===== src/rtl/ppt_pkg.sv =====
// ----------------------------------------------------------------------------
// ppt_pkg
// Types, operation codes and the edge crossing test shared by the
// point-in-polygon tester and its cells.
// ----------------------------------------------------------------------------
package ppt_pkg;

  localparam int COORD_W    = 16;
  localparam int HELD_W     = 6;
  localparam int DIFF_W     = COORD_W + 1;
  localparam int PROD_W     = 2 * DIFF_W;
  localparam int SUM_W      = PROD_W + 1;

  localparam logic [1:0] OP_CLEAR  = 2'd0;
  localparam logic [1:0] OP_APPEND = 2'd1;
  localparam logic [1:0] OP_QUERY  = 2'd2;

  typedef struct packed {
    logic [1:0]                operation;
    logic signed [COORD_W-1:0] coord_x;
    logic signed [COORD_W-1:0] coord_z;
  } in_item_t;

  typedef struct packed {
    logic              inside_res;
    logic              overflowed;
    logic [HELD_W-1:0] vertices_held;
  } out_item_t;

  typedef struct packed {
    logic signed [COORD_W-1:0] x;
    logic signed [COORD_W-1:0] z;
  } vertex_t;

  // Query state handed from cell to cell.
  typedef struct packed {
    logic    valid;
    logic    ovf;
    logic    parity;
    vertex_t pt;
    vertex_t first;
    vertex_t prev;
  } token_t;

  // Edge from vj to vi; true when the crossing count toggles for point p.
  function automatic logic edge_toggles(vertex_t vi, vertex_t vj, vertex_t p);
    logic signed [DIFF_W-1:0] dx;
    logic signed [DIFF_W-1:0] dz;
    logic signed [DIFF_W-1:0] rz;
    logic signed [DIFF_W-1:0] ex;
    logic signed [PROD_W-1:0] p1;
    logic signed [PROD_W-1:0] p2;
    logic signed [SUM_W-1:0]  s;
    logic                     dz_pos;
    logic                     dz_zero;
    logic                     tog;
    dx = DIFF_W'(vj.x) - DIFF_W'(vi.x);
    dz = DIFF_W'(vj.z) - DIFF_W'(vi.z);
    rz = DIFF_W'(p.z) - DIFF_W'(vi.z);
    ex = DIFF_W'(vi.x) - DIFF_W'(p.x);
    p1 = PROD_W'(ex) * PROD_W'(dz);
    p2 = PROD_W'(dx) * PROD_W'(rz);
    s  = SUM_W'(p1) + SUM_W'(p2);
    dz_zero = (dz == '0);
    dz_pos  = !dz[DIFF_W-1] && !dz_zero;
    if (dz_zero) begin
      tog = 1'b0;
    end else if (dz_pos) begin
      tog = !rz[DIFF_W-1] && (rz < dz) && !s[SUM_W-1];
    end else begin
      // Span runs downward: z_j < pz <= z_i, and the sign test flips.
      tog = (rz[DIFF_W-1] || (rz == '0)) && (rz > dz) &&
            (s[SUM_W-1] || (s == '0));
    end
    return tog;
  endfunction

endpackage


===== src/rtl/ppt_cell.sv =====
// ----------------------------------------------------------------------------
// ppt_cell
// One vertex slot of the chain. Holds its vertex, tests the edge from the
// previous vertex carried by the passing query, and forwards the query.
// ----------------------------------------------------------------------------
module ppt_cell
  import ppt_pkg::*;
#(
  parameter int INDEX = 0,
  parameter int CNT_W = 6
) (
  input  logic             clk,
  input  logic             rst,
  input  logic             advance,
  input  logic             wr_en,
  input  logic [CNT_W-1:0] wr_idx,
  input  vertex_t          wr_vertex,
  input  token_t           tok_in,
  input  logic [CNT_W-1:0] cnt_in,
  output token_t           tok_out,
  output logic [CNT_W-1:0] cnt_out
);

  vertex_t vertex;
  token_t  tok_next;
  logic    active;

  always_ff @(posedge clk) begin
    if (wr_en && (wr_idx == CNT_W'(INDEX))) begin
      vertex <= wr_vertex;
    end
  end

  assign active = tok_in.valid && (CNT_W'(INDEX) < cnt_in);

  generate
    if (INDEX == 0) begin : g_head
      // The first vertex opens the walk; its closing edge is tested at the end.
      always_comb begin
        tok_next = tok_in;
        if (active) begin
          tok_next.first = vertex;
          tok_next.prev  = vertex;
        end
      end
    end else begin : g_body
      always_comb begin
        tok_next = tok_in;
        if (active) begin
          tok_next.parity = tok_in.parity ^ edge_toggles(vertex, tok_in.prev, tok_in.pt);
          tok_next.prev   = vertex;
        end
      end
    end
  endgenerate

  always_ff @(posedge clk) begin
    if (rst) begin
      tok_out.valid <= 1'b0;
    end else if (advance) begin
      tok_out <= tok_next;
      cnt_out <= cnt_in;
    end
  end

endmodule


===== config.mk =====
export PLATFORM = sky130hd
export DESIGN_NAME = ppt_cell
export DESIGN_NICKNAME = d
export VERILOG_FILES = /design/src/rtl/ppt_pkg.sv /design/src/rtl/ppt_cell.sv
export SDC_FILE = /design/constraint.sdc
export NUM_CORES = 1
export LEC_CHECK = 0
export BUFFER_PORTS_ARGS = -buffer_cell sky130_fd_sc_hd__buf_2
export CORE_UTILIZATION = 24
export CTS_CLUSTER_SIZE = 40
export DETAILED_ROUTE_END_ITERATION = 16
export PLACE_DENSITY = 0.45
export SETUP_SLACK_MARGIN = 0.2
export SLEW_MARGIN = 25
export SYNTH_ARGS = -nofsm -noshare
export SYNTH_HDL_FRONTEND = slang
export SYNTH_SLANG_ARGS = --single-unit

===== constraint.sdc =====
create_clock -name clk -period 8.7 [get_ports clk]
set_input_delay 1.305 -clock clk [delete_from_list [all_inputs] [get_ports clk]]
set_output_delay 1.305 -clock clk [all_outputs]
set_load 0.02 [all_outputs]

---- Yosys cells after proc, flatten, opt, wreduce, memory -nomap -nowiden ----
Index checks and enable logic that the tools add are counted.
storage, ports and cells
  register bits ........................... 137
operators by class
  magnitude comparators ................... 1
  multiplexer cells ....................... 1
  reductions and logical operators ........ 4
  bitwise logic cells ..................... 1
operators by type and width
  kind                  number
  $mux W64              1
  $logic_not A6 Y1      1
  $lt A1 B6 Y1 const A  1
  $logic_and A1 B1 Y1   2
  $reduce_and A2 Y1     1
  $not A1 Y1            1

---- Depth between registers and ports, before layout ----
  depth after elaboration ................. 3
  mapped depth ............................ 4

---- Worst setup path after synthesis ----
No wires, ideal clock.
  path kind ............................... input port to flip-flop
  start point ............................. in rst
  end point ............................... reg cnt_out[0] (enable)
  stages .................................. 1
  arrival ................................. 5.929 ns
  path buffers ............................ 0
  setup slack ............................. 2.189 ns
  library setup time ...................... 0.582 ns
  required time ........................... 8.118 ns
  cells stage by stage .................... nor2b_1
between the ends
  word-level cells in the longest chain between the ends .. 2
ends and longest elaborated chain
  element                             line            source
  start: declaration                  ppt_cell.sv:13  input logic rst,
  $not A1 Y1 (no source line)         --
  $reduce_and A2 Y1 (no source line)  --
  end signal: assignment              ppt_cell.sv:62  cnt_out <= cnt_in;
  end: declaration                    ppt_cell.sv:21  output logic [CNT_W-1:0] cnt_out
Every way passes these cells.
A chain may end at the register's enable or synchronous reset.

==> results.txt <==
WL final -> 11.6 mm
Die height -> 146 microns
Syn nets -> 361
Cts repair resizes -> 0
Flop pwr share -> 49.5%
Via count of the first global-routing pass -> 3266
Switching pwr -> 0.361 mW
Post-CTS setup buffers -> 0
Initial antenna violation count -> 0
Sum of negative setup slack -> 0 ns
Vias/cell -> 3.91
Slew margin rel. -> 51.2%
Layout Cells excl Fill -> 767
Dpl cells -> 735
Drt pass-1 iters -> 4
H-tree depth -> 4
VDD IR max -> 0.118 mV
Final Hold Fails -> 0
Via count -> 3000
Seq/Total Area, Yosys -> 82.7%
Synth Register Bits -> 137
Layout cells sized above 1 -> 70.6%
Yosys warns -> 0
Tmin final -> 2.91 ns
WP data required -> 8.85 ns
CTS tree -> done
Hold slack -> 0.507 ns
Setup Skew -> 0.00923 ns
Cell-internal power -> 1.18 mW
Fill count -> 1979
Placed Area -> 6550 sq um
Pins Over Slew Limit -> 0
IO Pins -> 252
Net Sw Frac -> 23.5%
Post-route cell area -> 7070 sq um
Clk slew on worst S/H paths -> 0.06 ns
Synthesized area -> 4960 sq um
Worst Hold Class -> flip-flop to flip-flop
Avg Cell Area, Syn -> 23.2 sq um
Drc violations -> 0
Worst setup SP type -> input port
Tcrit/Tclk final -> 33.5%
Total grt overflow -> 0
Iter 0 DRT Violations -> 78
Yosys cell types -> 12
Share of total power in combinational logic -> 8.2%
# diodes -> 0
Top achievable clock speed -> 343 MHz
CTS root buf -> clkbuf_16
Critical Path Sink Type -> flip-flop
Die area -> 21300 sq um
RSZ-0062 raised after global routing -> no
Max cap viols -> 0
Outcome -> finished, final reports clean
Clock power frac -> 42.3%
Setup violations, final -> 0
TritonCTS sink count -> 137
Initial core utilization -> 24.5%
Area grow syn2layout -> 42.6%
Crit Path Class -> input port to flip-flop
Rows -> 52
PwrDens -> 217 nW/um^2
Tot GR Track Use -> 11.1%
CTS buffer count -> 17
Routability cong. -> 0.748
Worst Path Max Fanout -> 40
Hold bufs inserted after CTS -> 0
Routed length per placed instance -> 15.1 microns
Core Region -> 20200 sq um
Worst reg2reg setup slack -> 7.74 ns
Least-Margin Pin Slew -> 0.732 ns
CP arrival -> 3.07 ns
Die width -> 146 microns
Largest net degree at the start of global routing -> 59
Leakage -> 2.81 nW
First-pass GRT wire length -> 17.7 mm
Post-route ant nets -> 0
Latest clock arrival within the worst-skew pair -> 0.41 ns
Longest Clk Path Bufs -> 2
Post-DP HPWL -> 8.41 mm
Cells after synthesis -> 214
Nets -> 631
I/O Buffers -> 251
[registers in the layout, indices dropped and copies added (netlist names)]
name / flops
tok_out: 99
vertex: 32
cnt_out: 6
[synthesized netlist by cell type]
master	n	area [sq um]
nor2b_1	1	6.26
nor4_1	1	6.26
mux2_1	5	56.3
o31ai_4	1	21.3
mux2_2	59	664
buf_6	6	67.6
or4b_2	1	10.0
mux2i_1	1	10.0
dfxtp_1	1	20.0
or4_4	1	11.3
nor2_1	1	3.75
edfxtp_1	136	4080
[cell type report]
cell class                 instances  area [sq um]  share of cell area, %
multi-input combinational         71           803                   11.4
tap                              270           338                   4.78
clock inverter                    14          98.8                   1.40
clock buffer                      18           429                   6.07
sequential                       137          4100                   58.0
timing repair buffer             257          1300                   18.4
[cells in the final DEF (no fill, tap or decap)]
master / Yosys / routed
clkbuf_16: 0 / 17
nor4_2: 0 / 1
dfxtp_1: 1 / 1
buf_4: 0 / 6
mux2_2: 59 / 59
nor2b_4: 0 / 1
nor2_1: 1 / 1
mux2i_1: 1 / 1
or4_4: 1 / 1
clkinv_2: 0 / 3
or4b_2: 1 / 1
inv_6: 0 / 4
o31ai_4: 1 / 1
clkinv_1: 0 / 1
clkinvlp_4: 0 / 6
buf_2: 0 / 251
edfxtp_1: 136 / 136
mux2_1: 5 / 5
clkbuf_1: 0 / 1
[critical path, cell delays in order]
cell and delay, ns:
buf_2 0.11, or4_4 0.54, o31ai_4 0.20, buf_4 0.48, mux2_2 0.40
[power by group through the flow]
| stage | logic, mW | registers [mW] | clock network, mW |
|---|---|---|---|
| after detailed placement | 0.128 | 0.776 | 0 |
| after global placement | 0.126 | 0.776 | 0 |
| after floorplan | 0.0348 | 0.811 | 0 |
| final | 0.126 | 0.762 | 0.650 |
| after global routing | 0.135 | 0.764 | 0.702 |
| after CTS | 0.128 | 0.762 | 0.675 |
[metal layers]
metal / vias up / part of all wire, % / GRT usage [%]
li1: 1406 / - / -
met1: 1431 / 40 / 12.2
met2: 154 / 50 / 18.8
met3: 9 / 9.4 / 5.05
met4: 0 / 1.1 / 4.26
met5: - / 0 / 0
[logic make-up (layout without fill, tap and decap cells)]
logic type	count (synthesis)	in the layout	share of synthesized area, %
flip-flops	137	137	82.7
AND/OR/NAND/NOR	5	5	0.757
multiplexers	65	65	14.7
AO/OA/AOI/OAI	1	1	0.429
buffers and inverters	6	289	1.36
[per-stage QoR]
step           worst slack (ns)  total power [mW]  utilization [%]
2_1_floorplan              2.19             0.846                -
3_3_place_gp               5.38             0.902             32.4
3_5_place_dp               5.34             0.904             32.4
4_1_cts                    5.78              1.57             35.0
5_1_grt                    5.72              1.60             35.0
6_report                   5.79              1.54             35.0
[path summary, 6_finish.rpt]
path              depth (start not counted)                startpoint                  endpoint
setup / recovery                          5                 cnt_in[0]     tok_out[60]$_DFFE_PP_
hold / removal                            2  tok_out[98]$_SDFFE_PP0P_  tok_out[98]$_SDFFE_PP0P_
setup reg to reg                          1      vertex[11]$_DFFE_PP_     tok_out[11]$_DFFE_PP_
hold reg to reg                           2  tok_out[98]$_SDFFE_PP0P_  tok_out[98]$_SDFFE_PP0P_
No activity file was read; power rests on OpenSTA's default activity.
